--- config.mk ---
export PLATFORM = sky130hd
export DESIGN_NAME = alarm_tick_timekeeper
export DESIGN_NICKNAME = d
export VERILOG_FILES = /design/src/hw/rtl/att_pkg.sv /design/src/hw/rtl/att_cfg_regs.sv /design/src/hw/rtl/att_tick_core.sv /design/src/hw/rtl/alarm_tick_timekeeper.sv
export SDC_FILE = /design/constraint.sdc
export NUM_CORES = 1
export LEC_CHECK = 0
export ABC_AREA = 1
export BUFFER_PORTS_ARGS = -buffer_cell sky130_fd_sc_hd__buf_2
export CAP_MARGIN = 0
export CORE_MARGIN = 2
export CORE_UTILIZATION = 25
export CTS_BUF_LIST = sky130_fd_sc_hd__clkbuf_16
export CTS_CLUSTER_DIAMETER = 40
export CTS_CLUSTER_SIZE = 20
export DETAILED_ROUTE_END_ITERATION = 7
export PLACE_DENSITY = 0.52
export SETUP_SLACK_MARGIN = 0.05
export SKIP_CTS_REPAIR_TIMING = 1
export SLEW_MARGIN = 40
export SYNTH_ARGS = -nofsm -noshare
export SYNTH_HDL_FRONTEND = slang
export SYNTH_SLANG_ARGS = --single-unit
--- constraint.sdc ---
create_clock -name clk -period 15.1 [get_ports clk]
set_clock_uncertainty 0.2 [all_clocks]
set_input_delay 2.265 -clock clk [delete_from_list [all_inputs] [get_ports clk]]
set_output_delay 2.265 -clock clk [all_outputs]
set_load 0.02 [all_outputs]
--- src/hw/rtl/att_pkg.sv ---
// shared types and constants for the alarm tick timekeeper
// used by att_cfg_regs, att_tick_core and alarm_tick_timekeeper; no dependencies
package att_pkg;

  localparam int unsigned CfgIdxW   = 2;
  localparam int unsigned CfgDataW  = 32;

  // register indexes
  localparam logic [CfgIdxW-1:0] CfgWdLimit  = 2'd0;
  localparam logic [CfgIdxW-1:0] CfgWdEnable = 2'd1;
  localparam logic [CfgIdxW-1:0] CfgEvLimit  = 2'd2;

  localparam logic [15:0] WdLimitReset = 16'd1200;
  localparam logic [31:0] EvLimitReset = 32'd86400;

  localparam logic [15:0] TickMs         = 16'd10;
  localparam logic [6:0]  TicksPerSecond = 7'd100;
  localparam logic [5:0]  SecsPerMinute  = 6'd60;
  localparam logic [15:0] ButtonAgeMax   = 16'hFFFF;

  typedef struct packed {
    logic [15:0] wd_limit;
    logic        wd_enable;
    logic [31:0] ev_limit;
  } cfg_t;

  typedef struct packed {
    logic        beep_request;
    logic [15:0] beep_length_ms;
    logic        kick_watchdog;
    logic        event_pending;
    logic        sensor_present;
    logic [4:0]  clear_mask;
  } item_t;

  typedef struct packed {
    logic signed [15:0] millis;
    logic signed [15:0] seconds;
    logic signed [15:0] minutes;
    logic [31:0]        uptime_s;
    logic [15:0]        button_age_s;
    logic [31:0]        event_age_s;
    logic [31:0]        report_age_s;
    logic [31:0]        front_motion_age_s;
    logic [31:0]        side_motion_age_s;
    logic [31:0]        sensor_absent_s;
    logic               buzzer_enable;
    logic               reset_request;
  } res_t;

  // clear mask bit positions
  localparam int unsigned ClrEvent  = 0;
  localparam int unsigned ClrReport = 1;
  localparam int unsigned ClrFront  = 2;
  localparam int unsigned ClrSide   = 3;
  localparam int unsigned ClrButton = 4;

endpackage

--- src/hw/rtl/att_cfg_regs.sv ---
// configuration registers of the timekeeper
// depends on att_pkg
module att_cfg_regs (
  input  logic                         clk,
  input  logic                         rst_n,
  input  logic                         wr_en,
  input  logic [att_pkg::CfgIdxW-1:0]  wr_index,
  input  logic [att_pkg::CfgDataW-1:0] wr_data,
  output att_pkg::cfg_t                cfg
);
  import att_pkg::*;

  cfg_t cfg_r;

  always_ff @(posedge clk) begin
    if (!rst_n) begin
      cfg_r.wd_limit  <= WdLimitReset;
      cfg_r.wd_enable <= 1'b1;
      cfg_r.ev_limit  <= EvLimitReset;
    end else if (wr_en) begin
      case (wr_index)
        CfgWdLimit:  cfg_r.wd_limit  <= wr_data[15:0];
        CfgWdEnable: cfg_r.wd_enable <= wr_data[0];
        CfgEvLimit:  cfg_r.ev_limit  <= wr_data[31:0];
        default: ;
      endcase
    end
  end

  assign cfg = cfg_r;

endmodule

--- src/hw/rtl/att_tick_core.sv ---
// timekeeping state and its per-tick update
// depends on att_pkg
module att_tick_core (
  input  logic           clk,
  input  logic           rst_n,
  input  logic           advance,
  input  att_pkg::item_t item,
  input  att_pkg::cfg_t  cfg,
  output att_pkg::res_t  res
);
  import att_pkg::*;

  logic [6:0]  tick_r, tick_nxt, tick_inc;
  logic [5:0]  sec_min_r, sec_min_nxt, sec_min_inc;
  logic [15:0] millis_r, millis_nxt;
  logic [15:0] seconds_r, seconds_nxt;
  logic [15:0] minutes_r, minutes_nxt;
  logic [31:0] uptime_r, uptime_nxt;
  logic [15:0] button_r, button_nxt, button_clr;
  logic [31:0] event_r, event_nxt, event_clr;
  logic [31:0] report_r, report_nxt, report_clr;
  logic [31:0] front_r, front_nxt, front_clr;
  logic [31:0] side_r, side_nxt, side_clr;
  logic [31:0] absent_r, absent_nxt;
  logic [15:0] wd_r, wd_nxt, wd_kick;
  logic        beep_r, beep_nxt, beep_ld;
  logic [15:0] remain_r, remain_nxt, remain_ld;
  logic        boundary, reset_req;

  always_comb begin
    // pending requests first
    beep_ld    = item.beep_request ? 1'b1 : beep_r;
    remain_ld  = item.beep_request ? item.beep_length_ms : remain_r;
    wd_kick    = item.kick_watchdog ? 16'd0 : wd_r;
    event_clr  = item.clear_mask[ClrEvent]  ? 32'd0 : event_r;
    report_clr = item.clear_mask[ClrReport] ? 32'd0 : report_r;
    front_clr  = item.clear_mask[ClrFront]  ? 32'd0 : front_r;
    side_clr   = item.clear_mask[ClrSide]   ? 32'd0 : side_r;
    button_clr = item.clear_mask[ClrButton] ? 16'd0 : button_r;

    // beep countdown
    beep_nxt   = beep_ld;
    remain_nxt = remain_ld;
    if (beep_ld) begin
      if (remain_ld >= TickMs) begin
        remain_nxt = remain_ld - TickMs;
      end else begin
        remain_nxt = 16'd0;
        beep_nxt   = 1'b0;
      end
    end

    millis_nxt = millis_r + TickMs;
    tick_inc   = tick_r + 7'd1;
    boundary   = (tick_inc >= TicksPerSecond);
    tick_nxt   = boundary ? 7'd0 : tick_inc;

    seconds_nxt = seconds_r;
    uptime_nxt  = uptime_r;
    button_nxt  = button_clr;
    wd_nxt      = wd_kick;
    sec_min_inc = sec_min_r + 6'd1;
    sec_min_nxt = sec_min_r;
    minutes_nxt = minutes_r;
    event_nxt   = event_clr;
    report_nxt  = report_clr;
    front_nxt   = front_clr;
    side_nxt    = side_clr;
    absent_nxt  = absent_r;
    reset_req   = 1'b0;

    if (boundary) begin
      seconds_nxt = seconds_r + 16'd1;
      uptime_nxt  = uptime_r + 32'd1;
      if (button_clr < ButtonAgeMax) begin
        button_nxt = button_clr + 16'd1;
      end
      wd_nxt = wd_kick + 16'd1;
      if (sec_min_inc >= SecsPerMinute) begin
        sec_min_nxt = 6'd0;
        minutes_nxt = minutes_r + 16'd1;
      end else begin
        sec_min_nxt = sec_min_inc;
      end
      reset_req = cfg.wd_enable && (wd_nxt > cfg.wd_limit);
      if (item.event_pending && (event_clr < cfg.ev_limit)) begin
        event_nxt = event_clr + 32'd1;
      end
      report_nxt = report_clr + 32'd1;
      front_nxt  = front_clr + 32'd1;
      side_nxt   = side_clr + 32'd1;
      absent_nxt = item.sensor_present ? 32'd0 : absent_r + 32'd1;
    end
  end

  always_ff @(posedge clk) begin
    if (!rst_n) begin
      tick_r    <= '0;
      sec_min_r <= '0;
      millis_r  <= '0;
      seconds_r <= '0;
      minutes_r <= '0;
      uptime_r  <= '0;
      button_r  <= ButtonAgeMax;
      event_r   <= '0;
      report_r  <= '0;
      front_r   <= '0;
      side_r    <= '0;
      absent_r  <= '0;
      wd_r      <= '0;
      beep_r    <= 1'b0;
      remain_r  <= '0;
    end else if (advance) begin
      tick_r    <= tick_nxt;
      sec_min_r <= sec_min_nxt;
      millis_r  <= millis_nxt;
      seconds_r <= seconds_nxt;
      minutes_r <= minutes_nxt;
      uptime_r  <= uptime_nxt;
      button_r  <= button_nxt;
      event_r   <= event_nxt;
      report_r  <= report_nxt;
      front_r   <= front_nxt;
      side_r    <= side_nxt;
      absent_r  <= absent_nxt;
      wd_r      <= wd_nxt;
      beep_r    <= beep_nxt;
      remain_r  <= remain_nxt;
    end
  end

  always_comb begin
    res.millis             = millis_nxt;
    res.seconds            = seconds_nxt;
    res.minutes            = minutes_nxt;
    res.uptime_s           = uptime_nxt;
    res.button_age_s       = button_nxt;
    res.event_age_s        = event_nxt;
    res.report_age_s       = report_nxt;
    res.front_motion_age_s = front_nxt;
    res.side_motion_age_s  = side_nxt;
    res.sensor_absent_s    = absent_nxt;
    res.buzzer_enable      = beep_nxt;
    res.reset_request      = reset_req;
  end

endmodule

--- src/hw/rtl/alarm_tick_timekeeper.sv ---
// top level of the 10 ms tick timekeeper: input register, tick core, result register
// depends on att_pkg, att_cfg_regs and att_tick_core
//
// usage
//   in_*   : one transaction per 10 ms tick, carrying the beep request, watchdog
//            kick, event/sensor status and counter clears gathered since the last tick
//   out_*  : one transaction per tick with all counters as they stand after it,
//            plus buzzer enable and the soft watchdog reset request
//   cfg_*  : register writes (watchdog limit, watchdog enable, event age limit),
//            always ready; write only while no tick is in flight
// latency: a tick accepted at edge n is offered on out_* from edge n+1, so it can
//   be taken at edge n+2 at the earliest
// throughput: one tick per cycle; the single-cycle state update between the
//   input register and the result register sets that figure
// reset: rst_n low clears all counters (button age to 65535), the registers
//   to their defaults and both pipeline registers to empty
// stall: while out_ready is low the result register holds and the input
//   register still takes one more tick, after which in_ready drops
module alarm_tick_timekeeper (
  input  logic                         clk,
  input  logic                         rst_n,
  // tick input
  input  logic                         in_valid,
  output logic                         in_ready,
  input  logic                         in_beep_request,
  input  logic [15:0]                  in_beep_length_ms,
  input  logic                         in_kick_watchdog,
  input  logic                         in_event_pending,
  input  logic                         in_sensor_present,
  input  logic [4:0]                   in_clear_mask,
  // results
  output logic                         out_valid,
  input  logic                         out_ready,
  output logic signed [15:0]           out_millis,
  output logic signed [15:0]           out_seconds,
  output logic signed [15:0]           out_minutes,
  output logic [31:0]                  out_uptime_s,
  output logic [15:0]                  out_button_age_s,
  output logic [31:0]                  out_event_age_s,
  output logic [31:0]                  out_report_age_s,
  output logic [31:0]                  out_front_motion_age_s,
  output logic [31:0]                  out_side_motion_age_s,
  output logic [31:0]                  out_sensor_absent_s,
  output logic                         out_buzzer_enable,
  output logic                         out_reset_request,
  // configuration
  input  logic                         cfg_valid,
  output logic                         cfg_ready,
  input  logic [att_pkg::CfgIdxW-1:0]  cfg_index,
  input  logic [att_pkg::CfgDataW-1:0] cfg_data
);
  import att_pkg::*;

  cfg_t  cfg;
  item_t item_r, item_in;
  logic  item_valid_r;
  res_t  res, res_r;
  logic  out_valid_r;
  logic  advance;

  // config port never stalls
  assign cfg_ready = 1'b1;

  att_cfg_regs u_cfg (
    .clk      (clk),
    .rst_n    (rst_n),
    .wr_en    (cfg_valid & cfg_ready),
    .wr_index (cfg_index),
    .wr_data  (cfg_data),
    .cfg      (cfg)
  );

  // a tick moves into the core when the result register is free or draining
  assign advance  = item_valid_r && (!out_valid_r || out_ready);
  assign in_ready = !item_valid_r || advance;

  always_comb begin
    item_in.beep_request   = in_beep_request;
    item_in.beep_length_ms = in_beep_length_ms;
    item_in.kick_watchdog  = in_kick_watchdog;
    item_in.event_pending  = in_event_pending;
    item_in.sensor_present = in_sensor_present;
    item_in.clear_mask     = in_clear_mask;
  end

  // input register
  always_ff @(posedge clk) begin
    if (!rst_n) begin
      item_valid_r <= 1'b0;
    end else if (in_ready) begin
      item_valid_r <= in_valid;
    end
  end

  always_ff @(posedge clk) begin
    if (in_valid && in_ready) begin
      item_r <= item_in;
    end
  end

  att_tick_core u_core (
    .clk     (clk),
    .rst_n   (rst_n),
    .advance (advance),
    .item    (item_r),
    .cfg     (cfg),
    .res     (res)
  );

  // result register
  always_ff @(posedge clk) begin
    if (!rst_n) begin
      out_valid_r <= 1'b0;
    end else if (advance) begin
      out_valid_r <= 1'b1;
    end else if (out_ready) begin
      out_valid_r <= 1'b0;
    end
  end

  always_ff @(posedge clk) begin
    if (advance) begin
      res_r <= res;
    end
  end

  assign out_valid              = out_valid_r;
  assign out_millis             = res_r.millis;
  assign out_seconds            = res_r.seconds;
  assign out_minutes            = res_r.minutes;
  assign out_uptime_s           = res_r.uptime_s;
  assign out_button_age_s       = res_r.button_age_s;
  assign out_event_age_s        = res_r.event_age_s;
  assign out_report_age_s       = res_r.report_age_s;
  assign out_front_motion_age_s = res_r.front_motion_age_s;
  assign out_side_motion_age_s  = res_r.side_motion_age_s;
  assign out_sensor_absent_s    = res_r.sensor_absent_s;
  assign out_buzzer_enable      = res_r.buzzer_enable;
  assign out_reset_request      = res_r.reset_request;

  // a held tick is never dropped while the result side stalls
  a_item_held: assert property (@(posedge clk) disable iff (!rst_n)
    item_valid_r && !advance |=> item_valid_r)
    else $error("pending tick lost from input register");

  // every tick passed to the core shows up as a result
  a_result_after_advance: assert property (@(posedge clk) disable iff (!rst_n)
    advance |=> out_valid_r)
    else $error("result missing after core update");

  // a taken result with nothing behind it empties the register
  a_result_drains: assert property (@(posedge clk) disable iff (!rst_n)
    out_valid_r && out_ready && !advance |=> !out_valid_r)
    else $error("result repeated after transaction");

  // reset request only appears with the watchdog enabled
  a_reset_req_enabled: assert property (@(posedge clk) disable iff (!rst_n)
    advance && res.reset_request |-> cfg.wd_enable)
    else $error("reset request with watchdog disabled");

endmodule
==> results.md, run 1 <==
* Pin count of the biggest net entering global routing at 157
* Worst-Skew Late Latency at 730 ps
* Number of global-route vias before repair at 26,100
* Gr usage total at 14.4%
* Area growth from synthesis to final layout at 23.9%
* Initial antenna violation count at 10
* Synth top area cells: edfxtp_1 26%, dfxtp_1 22%, nand2_1 9.3%
* Total Die Area at 132,000 sq um
* Register area at 15,500 sq um
* Die width at 363 microns
* Fraction of layout cells with a size suffix above 1 at 13.3%
* Root Driver: clkbuf_16
* Setup tns final at 0 ps
* Hold Path Origin: u_core.remain_r[14]
* Worst hold stages at 2
* RR Startpoint: item_r[0]
* Yosys top cell by area: edfxtp_1
* Hold Fails Final Rpt at 0
* Max H-tree Level at 3
* Seq cells post-synth at 632
* CP Max Fanout at 3
* Startpoint type of the worst setup path: primary input
* VDD IR max at 0.0866 mV
* # fillers at 13,500
* Synth top cells by count: 799 x nand2_1, 677 x inv_1, 491 x nor2_1, 351 x dfxtp_1, 313 x a21oi_1
* Cts bufs inserted at 120
* Clock tree sinks at 632
* Mapped Nets at 4,261
* DRT Wirelength at 96,200 microns
* Hold Crit Class: reg -> reg
* Critical path type: in -> out
* Clock buffer depth at 3
* Endpoint class of the critical path: output pin
* Final #Nets at 4,561
* EDFF count, synth at 281
* Status: completed
* CP arrival at 2710 ps
* Pre-antenna DRT Iters at 6
* Worst reg-to-reg setup slack at 10,930 ps
* Setup Viol. Count Final at 0
* Highest Clock Rate at 193 MHz
* Via/cell ratio at 4.42
* Avg WL per Cell at 15.5 microns
* Port Buffers at 321
* Sequential area share after synthesis at 48.1%
* Final Cycle Share at 34.3%
* Post-Syn Area at 32,200 sq um
* Cell with the most instances after synthesis: nand2_1
* Most used DFF post-synth: dfxtp_1
* Post-route ant nets at 0
* Reg-to-reg critical path endpoint: out_event_age_s[19]
* CTS tree: yes
* Final worst path period need at 5180 ps
* FF-to-FF path depth at 15
* Area occupied by multi-input gates at 13,400 sq um
* Hpwl dp at 66,400 microns
* Final Max Slew Viols at 0
* Core ar. at 128,000 sq um
* Unrepaired setup endpoints after global routing: false
* Initial Util at 25.2%
* Die height at 363 microns
* Hold WS at 259 ps
* Io pins at 325
* Vias at 27,500
* Worst-margin pin slew at 815 ps
* Min-Delay Endpoint: u_core.remain_r[14]
* Cell Rows at 131
* Synth Instances at 4,136
* CP required at 12,640 ps
* Slew headroom at 45.7%
* MaxCap Viol Count at 0
* Share of the synthesized area in the top cell type at 26.2%
* Worst-path clk slew at 40 ps
* PwrDens at 131 nW/um^2
* Routability cong. at 0.881
* Congestion Overflow GR at 0
* Yosys warns at 0
* DRC at 0
* FFs w/ async S/R, synth at 0%
* Static leakage at 17.4 nW
* Syn avg cell area at 7.77 sq um
* First-pass GRT wire length at 149,000 microns
* Detailed Route Iter0 Violations at 1,978
* Distinct cell type count after synthesis at 47
==> worst max-delay path by stage <==
stage              start                   to  slack, ps  cells past startpoint
2_1_floorplan  out_ready  out_button_age_s[0]       3710                      8
3_3_place_gp   out_ready       u_core.wd_r[1]       8910                     12
3_5_place_dp   out_ready    u_core.side_r[10]       9280                     12
4_1_cts        out_ready             in_ready       9920                      4
5_1_grt        out_ready    u_core.side_r[16]       9670                     12
6_report       out_ready             in_ready       9920                      4
==> final cells by class <==
cell class | instances | share of cell area (%)
multi-input combinational | 2645 | 33.7
inverter | 689 | 6.54
timing repair buffer | 348 | 4.72
clock inverter | 104 | 3.12
sequential | 632 | 38.8
tap | 1662 | 5.22
clock buffer | 126 | 7.91
antenna | 2 | 0.0126
==> cells by family (layout without fill, tap and decap cells) <==
kind of cell             after synthesis  count (layout)  synth area share (%)
buffers and inverters                859            1267                  10.2
adder cells (fa/ha/maj)               61              61                  2.37
flip-flops                           632             632                  48.1
XOR/XNOR                             237             237                  6.50
AO/OA/AOI/OAI                        682             682                  11.1
AND/OR/NAND/NOR                     1656            1656                  21.5
other                                  2               4                0.0234
multiplexers                           7               7                 0.218
==> state kept, by name (all words and copies together), names as in the netlist, 24 cells and up <==
signal	cells
out_report_age_s	32
out_uptime_s	32
out_front_motion_age_s	32
item_r	24
out_side_motion_age_s	32
out_event_age_s	32
u_core.report_r	32
u_core.side_r	32
u_core.absent_r	32
out_sensor_absent_s	32
u_core.event_r	32
u_cfg.cfg	49
u_core.uptime_r	32
u_core.front_r	32
==> critical path, stage by stage <==
cell	delay, ps
buf_2	90
inv_1	60
nand3_1	100
buf_2	190
==> stage by stage <==
step                instances  utilization [%]  worst slack, ps  instance area (sq um)  power, mW
CTS                      6206             31.2             9920                  39800       5.32
finish                   6208             31.2             9920                  39900       5.23
global placement         5974             27.7             8910                  35400       2.40
detailed placement       5976             27.8             9280                  35500       2.41
global route             6206             31.2             9670                  39800       5.46
floorplan                4136                -             3710                  32200       2.27
==> layout by cell type, fill, tap and decap left out, drive strengths merged, types with 7 or more instances in the layout <==
cell,instances
xnor2,36
edfxtp,281
clkbuf,126
buf,348
inv,721
mux2i,7
o21ai,314
xor2,201
clkinv,41
nand3,126
nand2,801
nand4,91
a21oi,313
bufinv,16
nand3b,11
ha,61
nor3,95
nor2,495
o211ai,20
or2,10
dfxtp,351
clkinvlp,15
nor4,26
==> routing by layer <==
layer	up-vias	wire length, microns	global-route usage, %
li1	13900	-	-
met1	12700	44400	18.8
met2	654	43700	23.2
met3	158	5480	3.38
met4	8	2530	5.17
met5	-	56	0
==> where the power goes <==
part | internal (mW) | switching [mW]
registers | 1.89 | 0.0560
clock network | 1.82 | 1.04
logic | 0.124 | 0.299
total | 3.84 | 1.39
Note: power is estimated with default switching activity, not from simulation.
==> inputs of run 2 (changes only) <==
Settings changed: ABC_AREA 1 to 0.
Clock period 15.1 ns to 5 ns, I/O delays scaled along.
==> results.md, run 2 <==
* Finished Cell Area at 40,200 sq um (+0.75%)
* Highest Clock Rate at 256 MHz
* CP arrival at 4190 ps (+1480 ps)
* Max FFs per register at 49 (unchanged)
* Hold Crit Class: in -> reg
* Worst-margin pin slew at 862 ps (+46.9 ps)
* DRT Wirelength at 96,200 microns (about the same)
* Setup tns final at 0 ps (unchanged)
* Sequential area share after synthesis at 48.6% (+0.48 points)
* Port Buffers at 322 (+0.31%)
* Yosys warns at 0 (unchanged)
* Critical path type: reg -> reg
* Die height at 361 microns (-0.34%)
* Placed Cells at 5,234 (-12%)
* Yosys top cell by area: edfxtp_1
* Clock tree sinks at 634 (+0.32%)
* Final #Nets at 3,852 (-16%)
* Final Power at 15.4 mW (+200%)
* Synth top cells by count: 352 x dfxtp_1, 351 x nand2_1, 312 x nor2_1, 282 x edfxtp_1, 214 x a21oi_1
* VDD IR max at 0.362 mV (+320%)
* Total Die Area at 131,000 sq um (-0.67%)
* CTS tree: yes
* Most common cell after layout, fill and taps aside: dfxtp_1
* Cell area after placement at 35,400 sq um (-0.13%)
* Post-Syn Area at 31,900 sq um (-0.68%)
* Worst-path clk slew at 50 ps (about the same)
* Clock buffer depth at 3 (unchanged)
* Most frequent cells in the layout: 352 x dfxtp_1, 350 x nand2_1, 321 x buf_2
* Root Driver: clkbuf_16
* Slew headroom at 42.5% (-3.1 points)
* FFs w/ async S/R, synth at 0% (unchanged)
* # fillers at 13,100 (-2.7%)
* Mapped Nets at 3,535 (-17%)
* Gr usage total at 14.4% (-0.063 points)
* CP required at 5280 ps (-7360 ps)
* Core ar. at 127,000 sq um (-0.39%)
* Cts bufs inserted at 132 (+10%)
* Worst-Skew Late Latency at 750 ps (+20 ps)
* Initial antenna violation count at 4 (-6)
* Final Max Slew Viols at 0 (unchanged)
* Synth Instances at 3,410 (-18%)
* Number of global-route vias before repair at 24,800 (-5.1%)
* First-pass GRT wire length at 147,000 microns (-1.3%)
* Unrepaired setup endpoints after global routing: false
* Cell with the most instances after synthesis: dfxtp_1
* Most used DFF post-synth: dfxtp_1
* Avg WL per Cell at 17.5 microns (+13%)
* Vias at 26,300 (-4.1%)
* Share of the synthesized area in the top cell type at 26.5% (+0.27 points)
* Synth top area cells: edfxtp_1 27%, dfxtp_1 22%, xnor2_1 4.4%
* Startpoint type of the worst setup path: register
* MaxCap Viol Count at 0 (unchanged)
* Final Cycle Share at 78.2%
* Final worst path period need at 3910 ps
* CP Max Fanout at 16 (+13)
* Syn avg cell area at 9.37 sq um (+20%)
* PwrDens at 384 nW/um^2 (+190%)
* Cell Rows at 131 (unchanged)
* Die width at 361 microns (-0.34%)
* Pin count of the biggest net entering global routing at 103 (-34%)
* Initial Util at 25.1% (-0.074 points)
* Congestion Overflow GR at 0 (unchanged)
* Register area at 15,500 sq um (+0.32%)
* Routability cong. at 0.818 (-7.2%)
* Via/cell ratio at 4.79 (+8.3%)
* Io pins at 325 (unchanged)
* DRC at 0 (unchanged)
* Area occupied by multi-input gates at 15,300 sq um (+14%)
* Fraction of layout cells with a size suffix above 1 at 17.3% (+4.0 points)
* Setup Viol. Count Final at 0 (unchanged)
* Setup ws final at 1090 ps (-8830 ps)
* Area growth from synthesis to final layout at 25.7%
* Worst slack, placed at 1110 ps (-8170 ps)
* Endpoint class of the critical path: register
* Post-route ant nets at 0 (unchanged)
* EDFF count, synth at 282 (+0.36%)
* Detailed Route Iter0 Violations at 1,802 (-8.9%)
* Static leakage at 14.4 nW (-17%)
* Hold Fails Final Rpt at 0 (unchanged)
* Pre-antenna DRT Iters at 5 (-1)
* Distinct cell type count after synthesis at 93 (+98%)
* Hpwl dp at 64,900 microns (-2.2%)
* Seq cells post-synth at 634 (+0.32%)
* Post-Layout Cell Count at 5,499 (-11%)
* Max H-tree Level at 4 (+1)
* Status: completed
==> run 2: cell count changes in the layout (fill, tap and decap cells not counted), moves of 55 or more <==
cell / previous run / this run
inv_1: 679 / 87
nand2_1: 798 / 350
nor2_1: 490 / 312
xnor2_1: 34 / 160
a21oi_1: 313 / 214
o21ai_0: 283 / 194
or3_1: 0 / 78
nor2b_1: 0 / 70
nand2b_1: 0 / 55
==> run 2: area by class of cell <==
class / instances / area share [%]
clock inverter: 106 / 2.75
tap: 1662 / 5.18
inverter: 78 / 0.767
clock buffer: 137 / 8.54
timing repair buffer: 400 / 5.93
sequential: 634 / 38.6
antenna: 1 / 0.00623
multi-input combinational: 2481 / 38.2
==> run 2: cell families after synthesis <==
family | share of synthesized area, %
DFF | 48.6
muxes | 1.16
and+or+nand+nor | 23.3
adders and majority gates | 2.42
xor gates and xnor gates | 8.47
other | 0.0235
AOI/OAI and AO/OA | 12.4
buffers and inverters | 3.67
==> run 2: through the flow <==
step	util, %	hold WS, ps
detailed placement	27.8	248
global route	31.6	5.85
CTS	31.4	-104
finish	31.6	44.8
floorplan	-	236
global placement	27.7	244
==> run 2: worst max-delay path, stage by stage, from the launching register on <==
cell,delay [ps]
edfxtp_1,600
nand2b_1,370
inv_1,180
ha_1,340
a21oi_1,130
o21ai_0,130
a22oi_1,280
nand4_2,290
or2_1,550
o21a_1,290
or2_2,290
==> run 2: layer usage <==
| metal | wire, microns | GRT usage, % | up-vias |
|---|---|---|---|
| met3 | 5900 | 4.00 | 157 |
| li1 | - | - | 13000 |
| met5 | 8 | 0 | - |
| met2 | 42900 | 21.9 | 679 |
| met1 | 44900 | 19.4 | 12600 |
| met4 | 2380 | 4.99 | 2 |
==> run 2: path summary, 6_finish.rpt <==
check / cells after the start / end / from / slack, ps
setup reg to reg: 10 / out_event_age_s[26] / item_r[0] / 1090
setup / recovery: 10 / out_event_age_s[26] / item_r[0] / 1090
hold / removal: 3 / item_valid_r / in_valid / 40
hold reg to reg: 2 / u_cfg.cfg[21] / u_cfg.cfg[21] / 250
==> run 2: where the power goes <==
group	switching (mW)	total, mW	leakage, nW	internal, mW
registers	0.109	5.70	5.39	5.59
logic	0.596	0.864	6.75	0.268
clock network	3.11	8.88	2.24	5.77
total	3.82	15.4	14.4	11.6
